<file path="config.mk">
export PLATFORM = sky130hd
export DESIGN_NAME = object_record_absolute_loader_unit
export DESIGN_NICKNAME = d
export VERILOG_FILES = /design/src/hw/rtl/orl_pkg.sv /design/src/hw/rtl/object_record_absolute_loader_unit.sv /design/src/hw/rtl/orl_in_stage.sv /design/src/hw/rtl/orl_core.sv /design/src/hw/rtl/orl_out_reg.sv
export SDC_FILE = /design/constraint.sdc
export NUM_CORES = 1
export LEC_CHECK = 0
export ABC_AREA = 1
export BUFFER_PORTS_ARGS = -buffer_cell sky130_fd_sc_hd__buf_2
export CAP_MARGIN = 5
export CELL_PAD_IN_SITES_DETAIL_PLACEMENT = 1
export CELL_PAD_IN_SITES_GLOBAL_PLACEMENT = 1
export CORE_AREA = 2 2 152 117
export DETAILED_ROUTE_END_ITERATION = 7
export DIE_AREA = 0 0 154 119
export PLACE_DENSITY = 0.95
export SYNTH_ARGS = -nofsm -noshare
export SYNTH_HDL_FRONTEND = slang
export SYNTH_SLANG_ARGS = --single-unit
</file>
<file path="constraint.sdc">
create_clock -name clk_i -period 7.6 [get_ports clk_i]
set_input_delay 1.14 -clock clk_i [delete_from_list [all_inputs] [get_ports clk_i]]
set_output_delay 1.14 -clock clk_i [all_outputs]
set_load 0.1 [all_outputs]
</file>
<file path="src/hw/rtl/orl_pkg.sv">
// ----------------------------------------------------------------------------
// orl_pkg
// Shared types, character codes and helpers for the object record loader.
// ----------------------------------------------------------------------------
`default_nettype none

package orl_pkg;

  // Field widths
  localparam int unsigned CharW   = 8;
  localparam int unsigned AddrW   = 24;
  localparam int unsigned StatusW = 3;
  localparam int unsigned PosW    = 4;
  localparam int unsigned NameLen = 6;
  localparam int unsigned NameW   = NameLen * CharW;
  localparam int unsigned OutW    = StatusW + AddrW + 2 * CharW;
  localparam int unsigned OutBusW = ((OutW + 7) / 8) * 8;

  // Character codes
  localparam logic [CharW-1:0] ChH      = 8'h48;  // 'H'
  localparam logic [CharW-1:0] ChT      = 8'h54;  // 'T'
  localparam logic [CharW-1:0] ChE      = 8'h45;  // 'E'
  localparam logic [CharW-1:0] ChDollar = 8'h24;  // '$'
  localparam logic [CharW-1:0] ChCaret  = 8'h5E;  // '^'
  localparam logic [CharW-1:0] ChSpace  = 8'h20;
  localparam logic [CharW-1:0] ChTab    = 8'h09;
  localparam logic [CharW-1:0] ChCr     = 8'h0D;
  localparam logic [CharW-1:0] ChLf     = 8'h0A;

  // Record positions
  localparam logic [PosW-1:0] PosNameFirst = 4'd2;
  localparam logic [PosW-1:0] PosNameLast  = 4'd7;
  localparam logic [PosW-1:0] PosData      = 4'd12;

  typedef enum logic [2:0] {
    PH_AWAIT_HDR,
    PH_HDR,
    PH_REC_START,
    PH_TEXT,
    PH_SKIP,
    PH_STOPPED
  } phase_e;

  typedef enum logic [StatusW-1:0] {
    ST_BYTE     = 3'd0,
    ST_INVALID  = 3'd1,
    ST_MISMATCH = 3'd2,
    ST_END      = 3'd3,
    ST_ACCEPT   = 3'd4
  } status_e;

  typedef struct packed {
    logic [CharW-1:0] low_char;
    logic [CharW-1:0] high_char;
    logic [AddrW-1:0] load_address;
    status_e          status;
  } result_t;

  // Record separator test
  function automatic logic is_sep(input logic [CharW-1:0] c);
    return (c == ChSpace) || (c == ChTab) || (c == ChCr) || (c == ChLf);
  endfunction

  // Hex digit decode: bit 4 flags a valid digit, bits 3:0 hold its value
  function automatic logic [4:0] hex_digit(input logic [CharW-1:0] c);
    logic [4:0] r;
    r = 5'd0;
    if (c >= 8'h30 && c <= 8'h39) begin
      r = {1'b1, 4'(c - 8'h30)};
    end else if (c >= 8'h41 && c <= 8'h46) begin
      r = {1'b1, 4'(c - 8'h37)};
    end else if (c >= 8'h61 && c <= 8'h66) begin
      r = {1'b1, 4'(c - 8'h57)};
    end
    return r;
  endfunction

endpackage

`default_nettype wire

</file>
<file path="src/hw/rtl/object_record_absolute_loader_unit.sv">
// Path: each character is held in the input register, its result in the result register.
// Throughput: one character per cycle while the result register has room.
// Input register, parser state and result register hold their contents while m_axis stalls.
// Reset: asynchronous, active low; parser waits for a header, name clears to 0.
// ----------------------------------------------------------------------------
// object_record_absolute_loader_unit
// Absolute loader for a text object program fed one character per transfer.
// ----------------------------------------------------------------------------
`default_nettype none

module object_record_absolute_loader_unit (
  input  wire logic                        clk_i,
  input  wire logic                        rst_ni,
  // Configuration: expected program name, first character in top byte
  input  wire logic                        cfg_we_i,
  input  wire logic [orl_pkg::NameW-1:0]   cfg_wdata_i,
  // Slave side
  input  wire logic                        s_axis_tvalid,
  output logic                             s_axis_tready,
  input  wire logic [7:0]                  s_axis_tdata,   // [7:0] char_in
  // Master side
  output logic                             m_axis_tvalid,
  input  wire logic                        m_axis_tready,
  // [2:0] status, [26:3] load_address, [34:27] high_char, [42:35] low_char,
  // [47:43] zero
  output logic [orl_pkg::OutBusW-1:0]      m_axis_tdata
);
  import orl_pkg::*;

  logic             char_valid;
  logic [CharW-1:0] char_q;
  logic             step;
  logic             out_space;
  logic             has_result;
  result_t          result;
  result_t          out_result;

  // A character is processed when the result register can take its result
  assign step = char_valid && out_space;

  orl_in_stage u_in_stage (
    .clk_i        (clk_i),
    .rst_ni       (rst_ni),
    .in_valid_i   (s_axis_tvalid),
    .in_ready_o   (s_axis_tready),
    .in_char_i    (s_axis_tdata),
    .char_valid_o (char_valid),
    .char_o       (char_q),
    .char_take_i  (step)
  );

  orl_core u_core (
    .clk_i        (clk_i),
    .rst_ni       (rst_ni),
    .cfg_we_i     (cfg_we_i),
    .cfg_wdata_i  (cfg_wdata_i),
    .step_i       (step),
    .char_i       (char_q),
    .has_result_o (has_result),
    .result_o     (result)
  );

  orl_out_reg u_out_reg (
    .clk_i        (clk_i),
    .rst_ni       (rst_ni),
    .load_i       (step && has_result),
    .result_i     (result),
    .space_o      (out_space),
    .out_valid_o  (m_axis_tvalid),
    .out_ready_i  (m_axis_tready),
    .out_result_o (out_result)
  );

  assign m_axis_tdata = {{(OutBusW - OutW){1'b0}}, out_result};

endmodule

`default_nettype wire

</file>
<file path="src/hw/rtl/orl_in_stage.sv">
// ----------------------------------------------------------------------------
// orl_in_stage
// Input register: captures one character per transfer, drains into the core.
// ----------------------------------------------------------------------------
`default_nettype none

module orl_in_stage (
  input  wire logic                     clk_i,
  input  wire logic                     rst_ni,
  input  wire logic                     in_valid_i,
  output logic                          in_ready_o,
  input  wire logic [orl_pkg::CharW-1:0] in_char_i,
  output logic                          char_valid_o,
  output logic [orl_pkg::CharW-1:0]     char_o,
  input  wire logic                     char_take_i
);
  import orl_pkg::*;

  logic             valid_q, valid_d;
  logic [CharW-1:0] char_q;

  // Free when empty or when the held character moves on this cycle
  assign in_ready_o = !valid_q || char_take_i;

  always_comb begin
    valid_d = valid_q;
    if (in_valid_i && in_ready_o) begin
      valid_d = 1'b1;
    end else if (char_take_i) begin
      valid_d = 1'b0;
    end
  end

  always_ff @(posedge clk_i or negedge rst_ni) begin
    if (!rst_ni) begin
      valid_q <= 1'b0;
    end else begin
      valid_q <= valid_d;
    end
  end

  // Payload, no reset
  always_ff @(posedge clk_i) begin
    if (in_valid_i && in_ready_o) begin
      char_q <= in_char_i;
    end
  end

  assign char_valid_o = valid_q;
  assign char_o       = char_q;

endmodule

`default_nettype wire

</file>
<file path="src/hw/rtl/orl_core.sv">
// ----------------------------------------------------------------------------
// orl_core
// Record parser state and per-character update: header name check, T record
// address decode, byte pairing, end of program.
// ----------------------------------------------------------------------------
`default_nettype none

module orl_core (
  input  wire logic                      clk_i,
  input  wire logic                      rst_ni,
  input  wire logic                      cfg_we_i,
  input  wire logic [orl_pkg::NameW-1:0] cfg_wdata_i,
  input  wire logic                      step_i,
  input  wire logic [orl_pkg::CharW-1:0] char_i,
  output logic                           has_result_o,
  output orl_pkg::result_t               result_o
);
  import orl_pkg::*;

  logic [NameW-1:0] name_q;
  phase_e           phase_q, phase_d;
  logic [PosW-1:0]  pos_q, pos_d;
  logic             differs_q, differs_d;
  logic [AddrW-1:0] addr_q, addr_d;
  logic             frozen_q, frozen_d;
  logic [CharW-1:0] pend_char_q, pend_char_d;
  logic             pend_valid_q, pend_valid_d;
  logic             term_q, term_d;

  logic             sep;
  logic [4:0]       hex;
  logic [PosW-1:0]  name_idx;
  logic [CharW-1:0] name_at_pos;
  logic [PosW-1:0]  tail_start;
  logic             tail_differs;
  logic             diff_next;

  // Character compared at the current header position
  assign name_idx    = PosNameLast - pos_q;
  assign name_at_pos = name_q[name_idx[2:0]*CharW +: CharW];
  assign tail_start  = (pos_q < PosNameFirst) ? '0 : pos_q - PosNameFirst;
  assign sep         = is_sep(char_i);
  assign hex         = hex_digit(char_i);

  // Missing name characters of a short header compare as zero
  always_comb begin
    tail_differs = 1'b0;
    for (int k = 0; k < NameLen; k++) begin
      if (PosW'(k) >= tail_start && name_q[(NameLen-1-k)*CharW +: CharW] != '0) begin
        tail_differs = 1'b1;
      end
    end
  end

  // Next state and result
  always_comb begin
    phase_d      = phase_q;
    pos_d        = pos_q;
    differs_d    = differs_q;
    addr_d       = addr_q;
    frozen_d     = frozen_q;
    pend_char_d  = pend_char_q;
    pend_valid_d = pend_valid_q;
    term_d       = term_q;
    has_result_o = 1'b0;
    result_o     = '{low_char: '0, high_char: '0, load_address: '0, status: ST_BYTE};
    diff_next    = differs_q;

    unique case (phase_q)
      PH_AWAIT_HDR: begin
        if (!sep) begin
          if (char_i != ChH) begin
            phase_d         = PH_STOPPED;
            has_result_o    = 1'b1;
            result_o.status = ST_INVALID;
          end else begin
            phase_d   = PH_HDR;
            pos_d     = 4'd1;
            differs_d = 1'b0;
          end
        end
      end

      PH_HDR: begin
        if (sep) begin
          diff_next    = differs_q || tail_differs;
          differs_d    = diff_next;
          has_result_o = 1'b1;
          if (diff_next) begin
            phase_d         = PH_STOPPED;
            result_o.status = ST_MISMATCH;
          end else begin
            phase_d         = PH_REC_START;
            result_o.status = ST_ACCEPT;
          end
        end else begin
          if (pos_q >= PosNameFirst && pos_q <= PosNameLast && char_i != name_at_pos) begin
            diff_next = 1'b1;
          end
          differs_d = diff_next;
          pos_d     = pos_q + 4'd1;
          if (pos_q == PosNameLast) begin
            has_result_o = 1'b1;
            if (diff_next) begin
              phase_d         = PH_STOPPED;
              result_o.status = ST_MISMATCH;
            end else begin
              phase_d         = PH_SKIP;
              result_o.status = ST_ACCEPT;
            end
          end
        end
      end

      PH_REC_START: begin
        if (!sep) begin
          if (char_i == ChE) begin
            phase_d         = PH_STOPPED;
            has_result_o    = 1'b1;
            result_o.status = ST_END;
          end else if (char_i == ChT) begin
            phase_d      = PH_TEXT;
            pos_d        = 4'd1;
            addr_d       = '0;
            frozen_d     = 1'b0;
            pend_char_d  = '0;
            pend_valid_d = 1'b0;
            term_d       = 1'b0;
          end else begin
            phase_d = PH_SKIP;
          end
        end
      end

      PH_TEXT: begin
        if (sep) begin
          pend_valid_d = 1'b0;
          pend_char_d  = '0;
          phase_d      = PH_REC_START;
        end else if (pos_q < PosData) begin
          // Address field, frozen by the first non-hex character
          if (pos_q >= PosNameFirst && pos_q <= PosNameLast && !frozen_q) begin
            if (!hex[4]) begin
              frozen_d = 1'b1;
            end else begin
              addr_d = {addr_q[AddrW-5:0], hex[3:0]};
            end
          end
          pos_d = pos_q + 4'd1;
        end else if (!term_q) begin
          if (pend_valid_q) begin
            has_result_o          = 1'b1;
            result_o.status       = ST_BYTE;
            result_o.load_address = addr_q;
            result_o.high_char    = pend_char_q;
            result_o.low_char     = char_i;
            pend_valid_d          = 1'b0;
            pend_char_d           = '0;
            addr_d                = addr_q + 24'd1;
          end else if (char_i == ChDollar) begin
            term_d = 1'b1;
          end else if (char_i != ChCaret) begin
            pend_char_d  = char_i;
            pend_valid_d = 1'b1;
          end
        end
      end

      PH_SKIP: begin
        if (sep) begin
          phase_d = PH_REC_START;
        end
      end

      default: begin
      end
    endcase
  end

  // Configured name
  always_ff @(posedge clk_i or negedge rst_ni) begin
    if (!rst_ni) begin
      name_q <= '0;
    end else if (cfg_we_i) begin
      name_q <= cfg_wdata_i;
    end
  end

  // Parser state, advances once per character
  always_ff @(posedge clk_i or negedge rst_ni) begin
    if (!rst_ni) begin
      phase_q      <= PH_AWAIT_HDR;
      pos_q        <= '0;
      differs_q    <= 1'b0;
      addr_q       <= '0;
      frozen_q     <= 1'b0;
      pend_char_q  <= '0;
      pend_valid_q <= 1'b0;
      term_q       <= 1'b0;
    end else if (step_i) begin
      phase_q      <= phase_d;
      pos_q        <= pos_d;
      differs_q    <= differs_d;
      addr_q       <= addr_d;
      frozen_q     <= frozen_d;
      pend_char_q  <= pend_char_d;
      pend_valid_q <= pend_valid_d;
      term_q       <= term_d;
    end
  end

endmodule

`default_nettype wire

</file>
<file path="src/hw/rtl/orl_out_reg.sv">
// ----------------------------------------------------------------------------
// orl_out_reg
// Result register on the master side; holds a result until transferred.
// ----------------------------------------------------------------------------
`default_nettype none

module orl_out_reg (
  input  wire logic             clk_i,
  input  wire logic             rst_ni,
  input  wire logic             load_i,
  input  wire orl_pkg::result_t result_i,
  output logic                  space_o,
  output logic                  out_valid_o,
  input  wire logic             out_ready_i,
  output orl_pkg::result_t      out_result_o
);
  import orl_pkg::*;

  logic    valid_q, valid_d;
  result_t result_q;

  // Room for a new result when empty or draining this cycle
  assign space_o = !valid_q || out_ready_i;

  always_comb begin
    valid_d = valid_q;
    if (load_i) begin
      valid_d = 1'b1;
    end else if (out_ready_i) begin
      valid_d = 1'b0;
    end
  end

  always_ff @(posedge clk_i or negedge rst_ni) begin
    if (!rst_ni) begin
      valid_q <= 1'b0;
    end else begin
      valid_q <= valid_d;
    end
  end

  always_ff @(posedge clk_i) begin
    if (load_i) begin
      result_q <= result_i;
    end
  end

  assign out_valid_o  = valid_q;
  assign out_result_o = result_q;

endmodule

`default_nettype wire
</file>
Word level (Yosys, flattened, before mapping)

Cells that the tools add are included.

Memory bits (writable): 0
Flip-flop bits (word level): 144
Memories kept: 0
Logic and storage cells: 230
Latch bits: 0
Bits in read-only memories: 0

Shifts and indexed selects: 1
$add $sub $neg: 7
Bitwise gates (word level): 2
Equality and inequality tests: 36
Magnitude comparators: 16
Reductions and logical operators: 47
Multiply operators: 0
Muxes and demuxes: 105
Div/mod/pow operators: 0

Operator list:

| kind                                                              | count |
|---|---|
| 2-to-1 mux 24 bit                                                 | 9 |
| 2-to-1 mux 8 bit                                                  | 9 |
| 2-to-1 mux 3 bit                                                  | 18 |
| one-hot mux 24 bit (2 select lines)                               | 1 |
| nonzero test 8 bit                                                | 6 |
| indexed part select 48 x 7 -> 8 bit                               | 1 |
| 2-to-1 mux 1 bit                                                  | 46 |
| 2-to-1 mux 4 bit                                                  | 9 |
| adder 24 x 1 -> 24 bit, second input constant                     | 1 |
| equality test 8 x 4 -> 1 bit, second input constant               | 3 |
| one-hot mux 3 bit (4 select lines)                                | 2 |
| AND reduction 10 bit                                              | 2 |
| AND reduction 9 bit                                               | 2 |
| equality test 8 x 6 -> 1 bit, second input constant               | 2 |
| equality test 8 x 7 -> 1 bit, second input constant               | 2 |
| greater-or-equal comparator 8 x 7 -> 1 bit, second input constant | 2 |
| less-or-equal comparator 8 x 7 -> 1 bit, second input constant    | 2 |
| inequality test 2 bit, second input constant                      | 8 |
| inequality test 8 x 7 -> 1 bit, second input constant             | 2 |
| one-hot mux 4 bit (4 select lines)                                | 1 |
| one-hot mux 8 bit (2 select lines)                                | 1 |
| logical AND 1 bit                                                 | 15 |
| 2-to-1 mux 5 bit                                                  | 3 |
| AND reduction 7 bit                                               | 2 |
| other kinds (38)                                                  | 65 |

Logic depth before layout (Yosys ltp)

Depth in word-level cells: 14
Gate-level depth with buffers: 17
Mapped depth without buffers: 15

Hierarchy

A second synthesis with hierarchy kept.

Cell total of the unflattened synthesis: 928
Area, all modules: 7629.8 um2

Modules (own cells, without submodules):

| module                             | seq. area each (um2) | area each (um2) | cells an instance | instances |
|---|---|---|---|---|
| orl_core                           | 2277.2               | 5949.5          | 856               | 1 |
| orl_out_reg                        | 1316.3               | 1336.3          | 48                | 1 |
| orl_in_stage                       | 265.3                | 285.3           | 14                | 1 |
| object_record_absolute_loader_unit | 0.0                  | 58.8            | 10                | 1 |

Worst setup path before layout

Ideal clock, no wire load.

Path kind: register -> register
Start: reg u_in_stage.char_q[0], in the netlist u_in_stage.char_o[0]
End: reg u_out_reg.result_q, in the netlist u_out_reg.out_result_o[0] (enable)
Library setup time: 0.443 ns
Arrival: 3.434 ns
Cell stages (with the launch flop): 12
Setup slack: 3.723 ns
Data required time: 7.157 ns
Clock period less this slack: 3.877 ns
Cells stage by stage: edfxtp_1 inv_1 ha_1 inv_1 nor3_1 nand2_1 nand2_1 buf_4 inv_1 o21ai_0 nor3_1 nor2_1

Cells in the longest elaborated chain, start to end: 7
Elaborated cells on any way between the ends: 17
Classes of those cells: eq/ne (6); mux (7); reduce/logical (4)

RTL lines:

| element                                                                      | RTL line                                 | text |
|---|---|---|
| start, declared                                                              | orl_in_stage.sv:20                       | `logic [CharW-1:0] char_q;` |
| start signal, assigned                                                       | orl_in_stage.sv:45                       | `char_q <= in_char_i;` |
| equality test 8 x 6 -> 1 bit or equality test 8 x 4 -> 1 bit (tied branches) | orl_pkg.sv:61                            | `return (c == ChSpace) \|\| (c == ChTab) \|\| (c == ChCr) \|\| (c == ChLf);` |
| logical OR 1 bit (3 in a row)                                                | orl_pkg.sv:61                            |  |
| 2-to-1 mux 1 bit (on tied branches)                                          | --                                       |  |
| one-hot mux 1 bit (4 select lines) (*)                                       | orl_core.sv:69                           | `unique case (phase_q)` |
| logical AND 1 bit (*)                                                        | object_record_absolute_loader_unit.sv:66 | `.load_i (step && has_result),` |
| via u_out_reg.load_i                                                         | orl_out_reg.sv:10                        | `input wire logic load_i,` |
| end signal, assigned                                                         | orl_out_reg.sv:44                        | `result_q <= result_i;` |
| end, declared                                                                | orl_out_reg.sv:20                        | `result_t result_q;` |

Mark *: on every way through the listed nets, which the timed path passes. The rest lies on a longest branch.
A chain may end at the register's enable or synchronous reset.

Worst setup path in the final report

Start: reg u_core.pos_q[2]
End: reg u_out_reg.result_q, in the netlist u_out_reg.out_result_o[3] (enable)

Cells in the longest elaborated chain, start to end: 5
Elaborated cells on any way between the ends: 8
Classes of those cells: order compare (1); eq/ne (1); mux (5); reduce/logical (1)

RTL lines:

| element                                                            | RTL line                                 | text |
|---|---|---|
| start, declared                                                    | orl_core.sv:22                           | `logic [PosW-1:0] pos_q, pos_d;` |
| start signal, assigned                                             | orl_core.sv:202                          | `pos_q <= pos_d;` |
| < comparator 4 bit or equality test 4 x 3 -> 1 bit (tied branches) | orl_core.sv:140, orl_core.sv:102         |  |
| 2-to-1 mux 1 bit (on tied branches)                                | orl_core.sv:140, orl_core.sv:102         |  |
| 2-to-1 mux 1 bit (on tied branches)                                | orl_core.sv:136, orl_core.sv:85          |  |
| one-hot mux 1 bit (4 select lines) (*)                             | orl_core.sv:69                           |  |
| logical AND 1 bit (*)                                              | object_record_absolute_loader_unit.sv:66 |  |
| via u_out_reg.load_i                                               | orl_out_reg.sv:10                        |  |

Marks and branches as above.

==> summary.md <==
| Metric | Value |
|---|---|
| Vias post-DR | 7,091 |
| Cell taking the most area after synthesis | sky130_fd_sc_hd__dfrtp_1 |
| Final GP Congestion | between 0.8 and 0.9 |
| Clock latency reported for the late side of the worst-skew pair | roughly 430 ps |
| Number of fill cells in the layout | 2,107 |
| Number of buffers between clock root and the deepest sink | 2 |
| Final setup skew | roughly 10 ps |
| Highest clock rate | 261 MHz |
| Number of levels the H-tree was split into | 4 |
| Final-report hold violation count | 0 |
| Number of enable-type register cells in the synthesized netlist | 51 |
| Number of buffers added on ports | around 110 |
| Top cells by area in the synthesized netlist | sky130_fd_sc_hd__dfrtp_1 (31%), sky130_fd_sc_hd__edfxtp_1 (20%), sky130_fd_sc_hd__nand2_1 (13%) |
| Via count of the first global-routing pass | 7,316 |
| # clock sinks | roughly 140 |
| Most frequent cells in the layout | sky130_fd_sc_hd__nand2_1 (254), sky130_fd_sc_hd__inv_1 (122), sky130_fd_sc_hd__buf_2 (104), sky130_fd_sc_hd__dfrtp_1 (93), sky130_fd_sc_hd__nor2_1 (83) |
| Max-slew violations | 0 |
| Period Utilization, post-route | roughly 51% |
| Sequential-to-total area share from yosys stat | between 50% and 60% |
| Hold bufs inserted after CTS | 0 |
| Number of antenna violations at the first check in global routing | 0 |
| Area occupied by multi-input gates | slightly above 3000 µm² |
| Count of yosys warnings during synthesis | 0 |
| Share of synthesized flip-flops with an asynchronous set or reset | ~65% |
| Nets@finish | about 1,100 |
| Leading register cell type out of synthesis | sky130_fd_sc_hd__dfrtp_1 |
| Peak fanout along the critical path | 27 |
| Effective utilization at floorplan | between 40% and 50% |
| Minimum period implied by the final worst setup slack | between 3000 and 4000 ps |
| Commonest non-fill, non-tap cell in the layout | sky130_fd_sc_hd__nand2_1 |
| Post-Route Utilization | between 50% and 60% |
| Post-CTS Repair Setup Buffers | 0 |
| DRC marker count from the first detailed-route iteration | about 630 |
| Result of the run | finished clean |
| Area share of the largest cell type after synthesis | a little under a third |
| Slew @ Worst Pin | ~1200 ps |
| Io pins | around 110 |
| Summed instance area of the synthesized netlist | roughly 7600 µm² |
| Width of the die | about 150 µm |
| Number of synthesized register bits | 144 |
| VDD IR-drop max | about 220 µV |
| Max-cap viol count | 0 |
| DRC violation count after routing | 0 |
| Share of final-layout standard cells stronger than drive strength 1 | about 16% |
| CP startpoint kind | flip-flop |
| Wire length of the first global-routing pass | between 40 and 50 mm |
| Maximum number of pins on one net before global-route repair | 97 |
| Total Negative Setup Slacks | 0 ps |
| Post-CTS sizing | 0 |
| Data required time of the critical path | about 7700 ps |
| Number of vias per cell after detailed routing | between 5 and 6 |
| Detailed-route wire length per cell | between 15 and 20 µm |
| Number of antenna repair diodes | 0 |
| Clock slew at the register clock pins of the worst setup and hold paths | about 60 ps |
| Post-route ant nets | 0 |
| Avg Cell Area, Syn | roughly 8 µm² |
| Number of instances in the synthesized netlist | 946 |
| Cell Pwr Density | about 350 nW/µm² |
| Aggregate global-route resource usage | ~28% |
| Signal arrival time at the worst endpoint | between 3000 and 4000 ps |
| DPL Wire Length | around 17 mm |
| Worst slew margin relative to its limit | 19.6% |
| Setup repair after global routing missed its margin | false |
| Number of rows created at floorplan | 42 |
| Total iterations of the first detailed-routing run | 5 |
| Count of unique library cells instantiated by Yosys | 43 |
| Total die area | 18,300 µm² |
| DRT Wirelength | between 20 and 30 mm |
| Area taken by flip-flops and latches | 3860 µm² |
| Clock tree from TritonCTS | done |
| Clock root buffer | sky130_fd_sc_hd__clkbuf_16 |
| Global route overflow | 0 |
| Worst setup path category | reg2reg |
| Kind of end point of the critical path | flip-flop |
| Die Height | 119 µm |
| Leakage power of the design | approximately 4.2 nW |
| Path type of the worst min-delay path | reg2reg |
| Clock buffer count from CTS | 17 |
| Layout overhead on the synthesized area | 17.2% |
| Placeable core area | 17,100 µm² |
| Final setup fails | 0 |
## worst max-delay path, stage by stage, from the launching register on
cell                      delay (ps)
sky130_fd_sc_hd__dfrtp_1         650
sky130_fd_sc_hd__nand2_1         280
sky130_fd_sc_hd__inv_1           370
sky130_fd_sc_hd__nand2_1         480
sky130_fd_sc_hd__nor4_1          570
sky130_fd_sc_hd__nor3_1          180
sky130_fd_sc_hd__nor2_4          520
sky130_fd_sc_hd__buf_4           440
## synthesized netlist by cell type, types with 2 or more instances
library cell	number
sky130_fd_sc_hd__nor2_4	2
sky130_fd_sc_hd__nor2_2	2
sky130_fd_sc_hd__nor2_1	84
sky130_fd_sc_hd__nand4_1	15
sky130_fd_sc_hd__nor3_1	19
sky130_fd_sc_hd__nand3b_1	2
sky130_fd_sc_hd__o31ai_1	2
sky130_fd_sc_hd__o211ai_1	10
sky130_fd_sc_hd__o22ai_1	14
sky130_fd_sc_hd__buf_2	11
sky130_fd_sc_hd__xor2_1	8
sky130_fd_sc_hd__nand3_1	60
sky130_fd_sc_hd__o21ai_2	4
sky130_fd_sc_hd__o21ai_0	80
sky130_fd_sc_hd__a21oi_1	21
sky130_fd_sc_hd__inv_2	12
sky130_fd_sc_hd__nand3_2	2
sky130_fd_sc_hd__nand2_1	254
sky130_fd_sc_hd__buf_6	5
sky130_fd_sc_hd__ha_1	9
sky130_fd_sc_hd__inv_1	122
sky130_fd_sc_hd__o21ai_1	22
sky130_fd_sc_hd__edfxtp_1	51
sky130_fd_sc_hd__nor4_1	4
sky130_fd_sc_hd__clkbuf_1	14
sky130_fd_sc_hd__buf_4	6
sky130_fd_sc_hd__o21a_1	2
sky130_fd_sc_hd__dfrtp_1	93
sky130_fd_sc_hd__nand2_2	2
## sequential cells by signal, summed over array words and instances, names as in the netlist, 3 cells and up
name,cells
u_core.name_q,48
u_core.pend_char_q,8
u_core.addr_q,24
u_out_reg.out_result_o,43
u_in_stage.char_o,8
u_core.phase_q,3
u_core.pos_q,4
## metal layers
layer,global-route usage [%],vias up,part of all wire [%]
met5,0,-,0
met4,7.94,0,1.6
met3,7.13,38,8.6
met2,43.2,303,45
met1,40.0,3488,45
li1,-,3262,-
## kinds of logic after synthesis
family	Yosys count	synth area share (%)
AND/OR/NAND/NOR	450	25.0
XOR/XNOR	9	1.04
AO/OA/AOI/OAI	162	12.1
flip-flops	144	50.8
adder cells (fa/ha/maj)	9	1.48
buffers and inverters	171	9.49
other	1	0.0494
## final cells by class
type | instances | area share (%)
sequential | 144 | 43.4
timing repair buffer | 109 | 6.27
inverter | 135 | 5.75
clock buffer | 22 | 5.81
tap | 220 | 3.09
multi-input combinational | 635 | 34.1
clock inverter | 10 | 1.62
## worst paths after layout
check	slack (ps)	cells past startpoint	end	start
worst max-delay path	3760	7	u_out_reg.out_result_o[3]	u_core.pos_q[2]
worst min-delay path	540	2	u_core.differs_q	u_core.differs_q
worst max register to register	3760	7	u_out_reg.out_result_o[3]	u_core.pos_q[2]
worst min register to register	540	2	u_core.differs_q	u_core.differs_q
max in group asynchronous	5780	2	u_core.addr_q[20]	rst_ni
min in group asynchronous	690	1	u_core.name_q[40]	rst_ni
## power breakdown
group | total, mW | leakage [nW] | internal, mW | switching (mW)
Clock | 0.926 | 0.324 | 0.584 | 0.342
Combinational | 1.09 | 2.20 | 0.259 | 0.832
Sequential | 1.14 | 1.65 | 0.965 | 0.176
Total | 3.16 | 4.17 | 1.81 | 1.35
## metrics by stage
step                      cells  power [mW]  setup WS, ps  area (µm²)  hold WS [ps]
after floorplan             950        1.89          3720        7610           480
after global placement     1243        2.12          4290        8240           509
after detailed placement   1243        2.17          3920        8240           514
after CTS                  1275        3.14          3850        8900           528
after global routing       1275        3.31          3560        8900           572
final                      1275        3.16          3760        8900           538
No activity file was read; power rests on OpenSTA's default activity.
